--- config.mk ---
export PLATFORM = sky130hd
export DESIGN_NAME = char_stream_lexer
export DESIGN_NICKNAME = d
export VERILOG_FILES = /design/src/design/csl_pkg.sv /design/src/design/csl_front.sv /design/src/design/csl_back.sv /design/src/design/csl_tok_queue.sv /design/src/design/char_stream_lexer.sv
export SDC_FILE = /design/constraint.sdc
export NUM_CORES = 1
export LEC_CHECK = 0
export BUFFER_PORTS_ARGS = -buffer_cell sky130_fd_sc_hd__buf_2
export CAP_MARGIN = 15
export CORE_MARGIN = 3
export CORE_UTILIZATION = 55
export CTS_CLUSTER_DIAMETER = 150
export DETAILED_ROUTE_END_ITERATION = 10
export PLACE_DENSITY_LB_ADDON = 0.15
export SYNTH_ARGS = -nofsm -noshare
export SYNTH_HDL_FRONTEND = slang
export SYNTH_HIERARCHICAL = 1
export SYNTH_SLANG_ARGS = --single-unit
export TNS_END_PERCENT = 10
--- constraint.sdc ---
create_clock -name clk_i -period 18.25 [get_ports clk_i]
set_input_delay 0 -clock clk_i [delete_from_list [all_inputs] [get_ports clk_i]]
set_output_delay 0 -clock clk_i [all_outputs]
set_load 0.05 [all_outputs]
--- src/design/csl_pkg.sv ---
// Shared types and constants of the character stream lexer.
// No dependencies; used by every RTL module of the block.
package csl_pkg;

  localparam int DefMaxNameChars = 8;
  localparam int DefNumberBits   = 32;

  localparam int TokW  = 6;
  localparam int NumW  = 32;
  localparam int TextW = 64;
  localparam int LenW  = 4;

  // token codes
  localparam logic [TokW-1:0] TokEnd   = 6'd0;
  localparam logic [TokW-1:0] TokName  = 6'd10;
  localparam logic [TokW-1:0] TokNum   = 6'd11;
  localparam logic [TokW-1:0] TokPlus  = 6'd13;
  localparam logic [TokW-1:0] TokMinus = 6'd14;
  localparam logic [TokW-1:0] TokStar  = 6'd15;
  localparam logic [TokW-1:0] TokSlash = 6'd16;
  localparam logic [TokW-1:0] TokLe    = 6'd17;
  localparam logic [TokW-1:0] TokLt    = 6'd18;
  localparam logic [TokW-1:0] TokGt    = 6'd19;
  localparam logic [TokW-1:0] TokGe    = 6'd20;
  localparam logic [TokW-1:0] TokNe    = 6'd21;
  localparam logic [TokW-1:0] TokColon = 6'd22;
  localparam logic [TokW-1:0] TokSemi  = 6'd23;
  localparam logic [TokW-1:0] TokCmt   = 6'd24;
  localparam logic [TokW-1:0] TokLBrc  = 6'd25;
  localparam logic [TokW-1:0] TokRBrc  = 6'd26;
  localparam logic [TokW-1:0] TokLPar  = 6'd27;
  localparam logic [TokW-1:0] TokRPar  = 6'd28;
  localparam logic [TokW-1:0] TokPct   = 6'd31;
  localparam logic [TokW-1:0] TokAsgn  = 6'd32;
  localparam logic [TokW-1:0] TokEqEq  = 6'd33;
  localparam logic [TokW-1:0] TokLBrk  = 6'd35;
  localparam logic [TokW-1:0] TokInc   = 6'd37;
  localparam logic [TokW-1:0] TokDec   = 6'd38;
  localparam logic [TokW-1:0] TokErr   = 6'd39;

  // characters the lexer looks at
  localparam logic [7:0] ChNl    = 8'h0a;
  localparam logic [7:0] ChSpace = 8'h20;
  localparam logic [7:0] ChBang  = 8'h21;
  localparam logic [7:0] ChPct   = 8'h25;
  localparam logic [7:0] ChLPar  = 8'h28;
  localparam logic [7:0] ChRPar  = 8'h29;
  localparam logic [7:0] ChStar  = 8'h2a;
  localparam logic [7:0] ChPlus  = 8'h2b;
  localparam logic [7:0] ChMinus = 8'h2d;
  localparam logic [7:0] ChSlash = 8'h2f;
  localparam logic [7:0] ChColon = 8'h3a;
  localparam logic [7:0] ChSemi  = 8'h3b;
  localparam logic [7:0] ChLt    = 8'h3c;
  localparam logic [7:0] ChEq    = 8'h3d;
  localparam logic [7:0] ChGt    = 8'h3e;
  localparam logic [7:0] ChAt    = 8'h40;
  localparam logic [7:0] ChLBrk  = 8'h5b;
  localparam logic [7:0] ChLBrc  = 8'h7b;
  localparam logic [7:0] ChRBrc  = 8'h7d;

  // keywords, first character in the low byte
  localparam int NumKw = 6;
  localparam logic [TextW-1:0] KwText [NumKw] = '{
    64'h0000_0000_0000_6669,   // if
    64'h0000_0000_6573_6c65,   // else
    64'h0000_0065_6c69_6877,   // while
    64'h0000_0000_0000_6f64,   // do
    64'h0000_0000_0072_6f66,   // for
    64'h0000_6863_7469_7773    // switch
  };
  localparam logic [LenW-1:0] KwLen [NumKw] = '{4'd2, 4'd4, 4'd5, 4'd2, 4'd3, 4'd6};

  typedef enum logic [11:0] {
    MODE_IDLE  = 12'b0000_0000_0001,
    MODE_NAME  = 12'b0000_0000_0010,
    MODE_NUM   = 12'b0000_0000_0100,
    MODE_LT    = 12'b0000_0000_1000,
    MODE_GT    = 12'b0000_0001_0000,
    MODE_EQ    = 12'b0000_0010_0000,
    MODE_PLUS  = 12'b0000_0100_0000,
    MODE_MINUS = 12'b0000_1000_0000,
    MODE_BANG  = 12'b0001_0000_0000,
    MODE_SLASH = 12'b0010_0000_0000,
    MODE_CMT   = 12'b0100_0000_0000,
    MODE_CSTAR = 12'b1000_0000_0000
  } mode_e;

  // classified character as it travels from front to back
  typedef struct packed {
    logic            eot;
    logic [7:0]      ch;
    logic            letter;
    logic            digit;
    mode_e           start_mode;
    logic            start_emit;
    logic [TokW-1:0] start_code;
  } item_t;

  typedef struct packed {
    logic [TokW-1:0]  code;
    logic [NumW-1:0]  num;
    logic [TextW-1:0] text;
    logic [LenW-1:0]  len;
    logic             last;
  } tok_t;

endpackage

--- src/design/csl_front.sv ---
// Front end of the lexer: classifies each character and queues it.
// Depends on csl_pkg.
module csl_front import csl_pkg::*; (
  input  logic       clk_i,
  input  logic       rst_ni,
  input  logic       push,
  output logic       full,
  input  logic [7:0] char_code_i,
  input  logic       end_of_text_i,
  output logic       item_valid_o,
  output item_t      item_o,
  input  logic       item_ready_i
);

  item_t      cls;
  item_t      q_q [2];
  logic       wr_q, rd_q;
  logic [1:0] cnt_q;
  logic       do_push, do_pop;

  always_comb begin
    cls            = '0;
    cls.eot        = end_of_text_i;
    cls.ch         = char_code_i;
    cls.letter     = (char_code_i >= 8'h41 && char_code_i <= 8'h5a) ||
                     (char_code_i >= 8'h61 && char_code_i <= 8'h7a);
    cls.digit      = char_code_i >= 8'h30 && char_code_i <= 8'h39;
    cls.start_mode = MODE_IDLE;
    cls.start_emit = 1'b0;
    cls.start_code = TokErr;
    if (cls.letter) begin
      cls.start_mode = MODE_NAME;
    end else if (cls.digit) begin
      cls.start_mode = MODE_NUM;
    end else begin
      unique case (char_code_i) inside
        ChSpace, ChNl: ;
        ChLt:    cls.start_mode = MODE_LT;
        ChGt:    cls.start_mode = MODE_GT;
        ChEq:    cls.start_mode = MODE_EQ;
        ChPlus:  cls.start_mode = MODE_PLUS;
        ChMinus: cls.start_mode = MODE_MINUS;
        ChBang:  cls.start_mode = MODE_BANG;
        ChSlash: cls.start_mode = MODE_SLASH;
        ChColon: begin cls.start_emit = 1'b1; cls.start_code = TokColon; end
        ChSemi:  begin cls.start_emit = 1'b1; cls.start_code = TokSemi;  end
        ChLBrc:  begin cls.start_emit = 1'b1; cls.start_code = TokLBrc;  end
        ChRBrc:  begin cls.start_emit = 1'b1; cls.start_code = TokRBrc;  end
        ChLPar:  begin cls.start_emit = 1'b1; cls.start_code = TokLPar;  end
        ChRPar:  begin cls.start_emit = 1'b1; cls.start_code = TokRPar;  end
        ChPct:   begin cls.start_emit = 1'b1; cls.start_code = TokPct;   end
        ChLBrk:  begin cls.start_emit = 1'b1; cls.start_code = TokLBrk;  end
        ChAt:    begin cls.start_emit = 1'b1; cls.start_code = TokEnd;   end
        ChStar:  begin cls.start_emit = 1'b1; cls.start_code = TokStar;  end
        default: begin cls.start_emit = 1'b1; cls.start_code = TokErr;   end
      endcase
    end
  end

  assign full         = (cnt_q == 2'd2);
  assign do_push      = push && !full;
  assign item_valid_o = (cnt_q != 2'd0);
  assign item_o       = q_q[rd_q];
  assign do_pop       = item_valid_o && item_ready_i;

  always_ff @(posedge clk_i) begin
    if (do_push) begin
      q_q[wr_q] <= cls;
    end
  end

  always_ff @(posedge clk_i or negedge rst_ni) begin
    if (!rst_ni) begin
      wr_q  <= 1'b0;
      rd_q  <= 1'b0;
      cnt_q <= 2'd0;
    end else begin
      if (do_push) begin
        wr_q <= ~wr_q;
      end
      if (do_pop) begin
        rd_q <= ~rd_q;
      end
      cnt_q <= cnt_q + 2'(do_push) - 2'(do_pop);
    end
  end

endmodule

--- src/design/csl_back.sv ---
// Back end of the lexer: mode machine that builds and emits tokens.
// Depends on csl_pkg; feeds csl_tok_queue with up to two tokens a cycle.
module csl_back import csl_pkg::*; #(
  parameter int MaxNameChars = DefMaxNameChars,
  parameter int NumberBits   = DefNumberBits
) (
  input  logic       clk_i,
  input  logic       rst_ni,
  input  logic       item_valid_i,
  input  item_t      item_i,
  output logic       item_ready_o,
  input  logic       tok_room_i,
  output logic [1:0] tok_cnt_o,
  output tok_t       tok0_o,
  output tok_t       tok1_o
);

  localparam int NameW = MaxNameChars * 8;
  localparam int WideW = NumberBits + 4;
  localparam logic [LenW-1:0] MaxCnt = LenW'(MaxNameChars);

  mode_e                 mode_q, mode_d;
  logic [NameW-1:0]      name_q, name_d;
  logic [LenW-1:0]       cnt_q, cnt_d;
  logic [NumberBits-1:0] acc_q, acc_d;

  logic            fire;
  logic            fl, stt, dir_v;
  logic [TokW-1:0] dir_code;
  logic            flush_v;
  tok_t            flush_tok, start_tok, dir_tok;
  logic            kw_hit;
  logic [TokW-1:0] kw_code;
  logic [7:0]      pair_ch;
  logic [TokW-1:0] pair_code;
  logic [WideW-1:0] acc_w, acc_mul;
  logic [63:0]     acc_ext;
  logic            fv, sv;
  logic [1:0]      n;

  assign fire         = item_valid_i && tok_room_i;
  assign item_ready_o = tok_room_i;

  // keyword match on the held name
  always_comb begin
    kw_hit  = 1'b0;
    kw_code = TokName;
    for (int k = 0; k < NumKw; k++) begin
      if (TextW'(name_q) == KwText[k] && cnt_q == KwLen[k] && cnt_q <= MaxCnt) begin
        kw_hit  = 1'b1;
        kw_code = TokW'(k + 1);
      end
    end
  end

  // saturating decimal step: acc*10 + digit
  assign acc_w   = WideW'(acc_q);
  assign acc_mul = (acc_w << 3) + (acc_w << 1) + WideW'(item_i.ch[3:0]);
  assign acc_ext = 64'(acc_q);

  // token held by the current mode
  always_comb begin
    flush_tok = '0;
    flush_v   = 1'b1;
    unique case (mode_q) inside
      MODE_NAME: begin
        flush_tok.code = kw_hit ? kw_code : TokName;
        flush_tok.text = TextW'(name_q);
        flush_tok.len  = (cnt_q > MaxCnt) ? MaxCnt : cnt_q;
      end
      MODE_NUM: begin
        flush_tok.code = TokNum;
        flush_tok.num  = acc_ext[NumW-1:0];
      end
      MODE_LT:    flush_tok.code = TokLt;
      MODE_GT:    flush_tok.code = TokGt;
      MODE_EQ:    flush_tok.code = TokAsgn;
      MODE_PLUS:  flush_tok.code = TokPlus;
      MODE_MINUS: flush_tok.code = TokMinus;
      MODE_SLASH: flush_tok.code = TokSlash;
      MODE_BANG, MODE_CMT, MODE_CSTAR: flush_tok.code = TokErr;
      default:    flush_v = 1'b0;
    endcase
  end

  // second character of a two-character operator
  always_comb begin
    pair_ch   = ChEq;
    pair_code = TokErr;
    unique case (mode_q)
      MODE_LT:    pair_code = TokLe;
      MODE_GT:    pair_code = TokGe;
      MODE_EQ:    pair_code = TokEqEq;
      MODE_BANG:  pair_code = TokNe;
      MODE_PLUS:  begin pair_ch = ChPlus;  pair_code = TokInc; end
      MODE_MINUS: begin pair_ch = ChMinus; pair_code = TokDec; end
      default: ;
    endcase
  end

  always_comb begin
    start_tok      = '0;
    start_tok.code = item_i.start_code;
    dir_tok        = '0;
    dir_tok.code   = dir_code;
  end

  // next state
  always_comb begin
    mode_d   = mode_q;
    name_d   = name_q;
    cnt_d    = cnt_q;
    acc_d    = acc_q;
    fl       = 1'b0;
    stt      = 1'b0;
    dir_v    = 1'b0;
    dir_code = TokErr;
    if (item_i.eot) begin
      fl = 1'b1;
    end else begin
      unique case (mode_q) inside
        MODE_NAME: begin
          if (item_i.letter || item_i.digit) begin
            if (cnt_q < MaxCnt) begin
              for (int i = 0; i < MaxNameChars; i++) begin
                if (cnt_q == LenW'(i)) name_d[i*8 +: 8] = item_i.ch;
              end
              cnt_d = cnt_q + 1'b1;
            end else begin
              cnt_d = MaxCnt + 1'b1;
            end
          end else begin
            fl  = 1'b1;
            stt = 1'b1;
          end
        end
        MODE_NUM: begin
          if (item_i.digit) begin
            acc_d = (|acc_mul[WideW-1:NumberBits]) ? '1 : acc_mul[NumberBits-1:0];
          end else begin
            fl  = 1'b1;
            stt = 1'b1;
          end
        end
        MODE_LT, MODE_GT, MODE_EQ, MODE_PLUS, MODE_MINUS, MODE_BANG: begin
          if (item_i.ch == pair_ch) begin
            dir_v    = 1'b1;
            dir_code = pair_code;
            mode_d   = MODE_IDLE;
          end else begin
            fl  = 1'b1;
            stt = 1'b1;
          end
        end
        MODE_SLASH: begin
          if (item_i.ch == ChStar) begin
            mode_d = MODE_CMT;
          end else begin
            fl  = 1'b1;
            stt = 1'b1;
          end
        end
        MODE_CMT: begin
          if (item_i.ch == ChStar) begin
            mode_d = MODE_CSTAR;
          end else if (item_i.ch == ChAt) begin
            dir_v  = 1'b1;
            mode_d = MODE_IDLE;
          end
        end
        MODE_CSTAR: begin
          if (item_i.ch == ChSlash) begin
            dir_v    = 1'b1;
            dir_code = TokCmt;
            mode_d   = MODE_IDLE;
          end else if (item_i.ch == ChAt) begin
            dir_v  = 1'b1;
            mode_d = MODE_IDLE;
          end else if (item_i.ch != ChStar) begin
            mode_d = MODE_CMT;
          end
        end
        default: stt = 1'b1;   // idle and unused codes
      endcase
    end

    if (stt) begin
      mode_d = item_i.start_mode;
      name_d = item_i.letter ? NameW'(item_i.ch) : '0;
      cnt_d  = item_i.letter ? LenW'(1) : '0;
      acc_d  = item_i.digit ? NumberBits'(item_i.ch[3:0]) : '0;
    end else if (fl || dir_v) begin
      mode_d = MODE_IDLE;
      name_d = '0;
      cnt_d  = '0;
      acc_d  = '0;
    end
  end

  // token list: held token first, then a token started by this character; a pair or comment token goes alone
  assign fv = fl && flush_v;
  assign sv = stt && item_i.start_emit;
  assign n  = 2'(fv) + 2'(sv) + 2'(dir_v);

  always_comb begin
    tok0_o      = fv ? flush_tok : (sv ? start_tok : dir_tok);
    tok0_o.last = (n == 2'd1);
    tok1_o      = start_tok;
    tok1_o.last = 1'b1;
    tok_cnt_o   = fire ? n : 2'd0;
  end

  always_ff @(posedge clk_i or negedge rst_ni) begin
    if (!rst_ni) begin
      mode_q <= MODE_IDLE;
      name_q <= '0;
      cnt_q  <= '0;
      acc_q  <= '0;
    end else if (fire) begin
      mode_q <= mode_d;
      name_q <= name_d;
      cnt_q  <= cnt_d;
      acc_q  <= acc_d;
    end
  end

endmodule

--- src/design/csl_tok_queue.sv ---
// Four-entry token queue: takes up to two tokens a cycle, gives one.
// Depends on csl_pkg.
module csl_tok_queue import csl_pkg::*; (
  input  logic       clk_i,
  input  logic       rst_ni,
  input  logic [1:0] wr_cnt_i,
  input  tok_t       tok0_i,
  input  tok_t       tok1_i,
  output logic       room_o,
  output logic       empty,
  input  logic       pop,
  output tok_t       head_o
);

  tok_t       q_q [4];
  logic [1:0] wr_q, rd_q;
  logic [2:0] cnt_q;
  logic       do_pop;

  assign empty  = (cnt_q == 3'd0);
  assign room_o = (cnt_q <= 3'd2);
  assign head_o = q_q[rd_q];
  assign do_pop = pop && !empty;

  always_ff @(posedge clk_i) begin
    if (wr_cnt_i != 2'd0) begin
      q_q[wr_q] <= tok0_i;
    end
    if (wr_cnt_i == 2'd2) begin
      q_q[wr_q + 2'd1] <= tok1_i;
    end
  end

  always_ff @(posedge clk_i or negedge rst_ni) begin
    if (!rst_ni) begin
      wr_q  <= '0;
      rd_q  <= '0;
      cnt_q <= '0;
    end else begin
      wr_q <= wr_q + wr_cnt_i;
      if (do_pop) begin
        rd_q <= rd_q + 2'd1;
      end
      cnt_q <= cnt_q + 3'(wr_cnt_i) - 3'(do_pop);
    end
  end

endmodule

--- src/design/char_stream_lexer.sv ---
// char_stream_lexer: one character a word in, tokens out.
// Input queue: char_code_i / end_of_text_i, taken when push is high and full low.
//   end_of_text_i flushes the pending token; char_code_i is then ignored.
// Output queue: the oldest token sits on the result ports while empty is low
//   and leaves on a clock edge with pop high. A character gives zero, one or
//   two tokens; last_of_run_o marks the final token of one character.
// Path: a taken character is registered in the character queue, the mode
//   machine writes its tokens into the token queue, whose head drives the ports.
// Throughput: one character per cycle while each gives at most one token and
//   pop stays high; a character that gives two tokens writes both in the same
//   cycle, but only one leaves per cycle, so a run of those follows the pop rate.
// Structure: a classifier writes a two-entry character queue; the mode machine
//   reads one character a cycle and writes up to two tokens into a four-entry
//   token queue, and only advances when that queue has room for two.
// Reset: both queues empty, mode idle, name and number accumulators cleared.
// Stalls: when pop stays low the token queue fills, the mode machine halts,
//   the character queue fills and full rises; nothing is dropped.
// Depends on csl_pkg, csl_front, csl_back and csl_tok_queue.
module char_stream_lexer import csl_pkg::*; #(
  parameter int MaxNameChars = DefMaxNameChars,
  parameter int NumberBits   = DefNumberBits
) (
  input  logic             clk_i,
  input  logic             rst_ni,
  input  logic             push,
  output logic             full,
  input  logic [7:0]       char_code_i,
  input  logic             end_of_text_i,
  output logic             empty,
  input  logic             pop,
  output logic [TokW-1:0]  token_code_o,
  output logic [NumW-1:0]  number_value_o,
  output logic [TextW-1:0] name_text_o,
  output logic [LenW-1:0]  name_length_o,
  output logic             last_of_run_o
);

  item_t      item;
  logic       item_valid, item_ready;
  logic       tok_room;
  logic [1:0] tok_cnt;
  tok_t       tok0, tok1, head;

  // classify and buffer characters
  csl_front u_front (
    .clk_i         (clk_i),
    .rst_ni        (rst_ni),
    .push          (push),
    .full          (full),
    .char_code_i   (char_code_i),
    .end_of_text_i (end_of_text_i),
    .item_valid_o  (item_valid),
    .item_o        (item),
    .item_ready_i  (item_ready)
  );

  // lexer mode machine
  csl_back #(
    .MaxNameChars (MaxNameChars),
    .NumberBits   (NumberBits)
  ) u_back (
    .clk_i        (clk_i),
    .rst_ni       (rst_ni),
    .item_valid_i (item_valid),
    .item_i       (item),
    .item_ready_o (item_ready),
    .tok_room_i   (tok_room),
    .tok_cnt_o    (tok_cnt),
    .tok0_o       (tok0),
    .tok1_o       (tok1)
  );

  // result queue, head drives the ports directly
  csl_tok_queue u_tokq (
    .clk_i    (clk_i),
    .rst_ni   (rst_ni),
    .wr_cnt_i (tok_cnt),
    .tok0_i   (tok0),
    .tok1_i   (tok1),
    .room_o   (tok_room),
    .empty    (empty),
    .pop      (pop),
    .head_o   (head)
  );

  assign token_code_o   = head.code;
  assign number_value_o = head.num;
  assign name_text_o    = head.text;
  assign name_length_o  = head.len;
  assign last_of_run_o  = head.last;

endmodule

Yosys cells after proc, flatten, opt, wreduce, memory -nomap -nowiden
Memory sizes are Yosys's and may differ from the RTL's.
Index checks and enable logic that the tools add are counted.
{ "word_totals": {"register_bits": 123, "in_bits": 13, "memories": 2, "ramBits": 488, "wordCells": 252} }
{ "classes": {"n_reduce_logical": 60, "add_sub_neg": 12, "eq_ne": 56, "n_bitwise": 2, "mux": 93, "n_lt_le_gt_ge": 10} }
{ "memory_table": {"columns": ["name", "words", "word_bits", "rd", "rd_ports_with_merged_regs", "wr", "line_no", "source"], "rows": [
  ["u_tokq.q_q", 4, 107, 1, 0, 2, "csl_tok_queue.sv:15", "tok_t q_q [4];"],
  ["u_front.q_q", 2, 30, 1, 0, 1, "csl_front.sv:16", "item_t q_q [2];"]
]} }
{ "ops": {"columns": ["cell", "n"], "rows": [
  ["$mux 64", 6],
  ["$mux 32", 7],
  ["$mux 107", 2],
  ["$mux 12", 12],
  ["$eq 64x15->1 const B", 2],
  ["$eq 8x6->1 const B", 16],
  ["$pmux 7 s11", 1],
  ["$mux 8", 9],
  ["$pmux 10 s7", 1],
  ["$mux 68", 1],
  ["$eq 64x23->1 const B", 1],
  ["$eq 64x31->1 const B", 1],
  ["$eq 64x39->1 const B", 1],
  ["$eq 64x47->1 const B", 1],
  ["$mux 6", 9],
  ["$pmux 6 s9", 1],
  ["$pmux 12 s4", 1],
  ["$reduce_and 6->1", 8],
  ["$eq 8x7->1 const B", 5],
  ["$reduce_bool 3->1", 13],
  ["$add 35x33->36", 1],
  ["$add 36x4->36", 1],
  ["$mux 4", 9],
  ["$pmux 6 s6", 1],
  ["64 further kinds", 123]
]} }

Logic depth before layout (Yosys ltp)
{ "logic_depth": {"ltp_word": 13, "mapped_depth": 20, "ltp_nobuf": 15} }

By module
Netlist, hierarchy kept.
{ "by_module_without_submodules": {"columns": ["mod", "cells_each", "area_per_inst_um2", "n_inst"], "rows": [
  ["csl_tok_queue", 1077, 21146.5, 1],
  ["csl_back", 1095, 9609.2, 1],
  ["csl_front", 197, 2772.7, 1]
]} }

Least setup slack after synthesis
OpenSTA, ideal clock, no wires.
{ "synth_path": {"path_kind": "reg-to-reg", "from": "reg u_front.rd_q", "to": "mem u_tokq/q_q[0][0] (netlist name), enable pin", "n_path_buf": 5, "arrival_ns": 11.556, "stages_incl_launch_ff": 17, "slack_ns": 5.974, "synth_period_minus_slack_ns": 12.276, "path_cell_list": "dfrtp_1 clkbuf_1 buf_1 mux2_2 or4_1 nor2_1 o32ai_2 nor2_1 nand2_1 a21o_1 buf_6 buf_6 buf_6 fa_1 and3_1 o21bai_1 o21ai_0"} }
{ "synth_lines": {"columns": ["item", "line_no", "source"], "rows": [
  ["start, declared", "csl_front.sv:17", "logic wr_q, rd_q;"],
  ["start signal, assigned", "csl_front.sv:82", "rd_q <= ~rd_q;"],
  ["end, declared", "csl_tok_queue.sv:15", null]
]} }

==> run summary <==
Lkg Pwr = 14.3 nW
TritonRoute pass-1 iters = 6
period utilization = 37.4%
final wirelength = 80.2 mm
Post-CTS Setup Bufs = 0
Synth Warn # = 6
worst path cell trace = mux2_2 -> or4_1 -> nor2_1 -> o32ai_2 -> nor2_1 -> nand2_1 -> a21o_2 -> buf_4 -> fa_1 -> and3_1 -> nand4b_1 -> buf_4 -> o21ai_4 -> buf_4 -> buf_4
buffers and inverters on the worst path = 4
met1 WL = 34.1 mm
path depth of the worst reg2reg path = 15
first-pass GRT wire length = 124 mm
CTS sink cnt = 605
top cells by count, synth = edfxtp_1, mux2_2, dfrtp_1
Max FO, Critical Path = 109
achievable clock frequency = 0.147 GHz
Clk Tree Root Cell = clkbuf_16
most used flip-flop cell after synthesis = edfxtp_1
Num CTS Buffers = 67
RSZ-0062 raised after global routing = false
synth top area cells = edfxtp_1, mux2_2, dfrtp_1, mux4_2, ha_1
top cell type's share of synthesized area = 43.2%
antenna violations before repair = 3
largest net degree at the start of global routing = 110
number of distinct library cells after synthesis = 103
crit path kind = flip-flop to flip-flop
total gr overflow = 0
# setup viols final = 0
CTS tree = done
die width = 253 um
CTS max path bufs = 3
Register Area = 17600 um^2
clock-pin slew on the worst setup and hold paths = 0.06 ns
row cnt = 89
vias in the first global route = 20900
metal3 WL = 4.53 mm
cell taking the most area after synthesis = edfxtp_1
clk_skew = 0.0252 ns
Post-Synthesis Cells = 2369
starting DRC count in detailed routing = 1530
WL/cell = 24.5 um
post-cts sizing count = 0
dpl hpwl = 50.7 mm
flops & latches, synth = 605
met2 WL post-DR = 40.0 mm
worst path arrival time = 7.04 ns
ratio of cells with drive above 1 in the final layout = 36.2%
post-synthesis sequential area ratio = 52.4%
number of flops mapped to enable cells by yosys = 482
Final TNS setup = 0 ns
Vias/cell = 6.15
vias post-DR = 20100
fill cell count = 4550
P per Cell Area = 170 nW/um^2
max incr delay on CP = 0.87 ns
Ant. Diodes = 0
Synth Cell Area = 33500 um^2
PortBufs = 121
Final Hold Viols = 0
top-count cell post-synth = edfxtp_1
Syn Area/Cell = 14.2 um^2
top routing layer in use = met5
Stages on worst setup path = 15
Slew headroom = 22.3%
outcome = finished clean
Worst-Margin Slew = 1.17 ns
max cap viols = 0
cell mode on critical path = buf_4
FFs w/ async S/R, synth = 20.3%
Core Area = 59700 um^2
Tmin final = 6.82 ns
GPL Wtd Cong = 0.919
I/O Pins = 122
Crit path max-delay family = buffers and inverters
Post-DRT Antenna Nets = 0
die height = 253 um
Final nets = 2538
dpl cells = 3140
Layout area overhead = 8.58%
WP data required = 18.47 ns
# H-tree levels = 3
critical path's slowest cell = buf_4
Total GRT Usage = 25.4%
Max IR drop VDD = 0.140 mV
DRC Markers = 0
Starting Density = 56.2%
clk_lat worst skew = 0.60 ns
final cell count without fillers = 3272
full die area = 64000 um^2
max-slew violations = 0
worst hold-check path type = input pin to asynchronous set/reset pin
Worst Setup Start Kind = flip-flop
area of the multi-input gates = 14700 um^2
CP endpoint kind = flip-flop
metrics by stage:
step / cell area [um^2] / setup WS [ns] / total power, W / hold slack (ns) / utilization (%)
final: 36400 / 11.43 / 0.00618 / 0.0456 / 61.0
after CTS: 36400 / 11.37 / 0.00621 / 0.0633 / 61.0
after global placement: 34200 / 11.39 / 0.00486 / 0.112 / 57.3
after floorplan: 33900 / 5.97 / 0.00422 / -0.296 / -
after global routing: 36400 / 10.92 / 0.00650 / 0.107 / 61.0
after detailed placement: 34200 / 11.38 / 0.00489 / 0.118 / 57.3
power breakdown:
| group | internal [W] | switching, W | total (W) |
|---|---|---|---|
| registers | 0.00180 | 0.000215 | 0.00202 |
| logic | 0.000975 | 0.00188 | 0.00285 |
| clock network | 0.000767 | 0.000536 | 0.00130 |
routing by layer:
| layer | vias to the layer above | global-route usage, % |
|---|---|---|
| met2 | 534 | 43.8 |
| met1 | 10300 | 33.4 |
| met3 | 106 | 4.82 |
| met5 | - | 0 |
| li1 | 9176 | - |
| met4 | 2 | 5.80 |
cell usage in the layout (no fill, tap or decap), types with 18 or more instances in the layout:
cell type / count
nor3_1: 22
buf_2: 120
nor2_1: 56
o21ai_0: 72
edfxtp_1: 482
dfrtp_1: 120
nand3_1: 20
a31oi_1: 23
inv_1: 26
and3_1: 112
a21o_1: 19
nor4_1: 18
mux2_2: 459
mux2_4: 49
a21oi_1: 50
clkbuf_1: 23
mux4_2: 107
xnor2_1: 22
ha_1: 73
nand2_1: 103
buf_4: 30
conb_1: 103
xor2_1: 22
clkbuf_16: 69
cell families after synthesis:
group / Yosys count / synth area share [%]
other cells: 3 / 0.0336
xor+xnor: 44 / 1.15
compound gates: 272 / 5.54
flops: 605 / 52.4
mux: 621 / 25.0
simple gates: 468 / 7.90
buf+inv: 279 / 5.08
fa+ha+maj: 77 / 2.96
sequential cells by signal (all words and copies together), names as in the netlist:
register and count:
u_front/cnt_q 2, u_front/q_q 54, u_back/cnt_q 4, u_back/name_q 64, u_tokq/rd_q 2, u_tokq/wr_q 2
u_front/rd_q 1, u_back/acc_q 32, u_front/wr_q 1, u_back/mode_q 12, u_tokq/cnt_q 3, u_tokq/q_q 428
area by class of cell:
| cell class | count | area share [%] |
|---|---|---|
| Multi-Input combinational cell | 1585 | 40.4 |
| Inverter | 26 | 0.268 |
| Clock buffer | 99 | 5.24 |
| Clock inverter | 21 | 0.505 |
| Sequential cell | 605 | 48.2 |
| Timing Repair Buffer | 163 | 2.65 |
| Tap cell | 773 | 2.66 |
repair_timing:
item | 4_1_cts | 5_1_grt
hold buffers | 12 | 0
setup endpoints to repair | 0 | 0
endpoints found under the hold margin | 82 | 0
worst paths after layout:
path | end | slack [ns] | from
setup / recovery | u_tokq/q_q[0][32] | 11.43 | u_front/rd_q
hold / removal | u_front/wr_q | 0.05 | rst_ni
setup reg to reg | u_tokq/q_q[0][32] | 11.43 | u_front/rd_q
hold reg to reg | u_front/wr_q | 0.52 | u_front/wr_q
max in group asynchronous | u_back/name_q[7] | 16.76 | rst_ni
min in group clk_i | u_front/q_q[1][27] | 0.14 | end_of_text_i
Power figures use the tool's default switching activity.
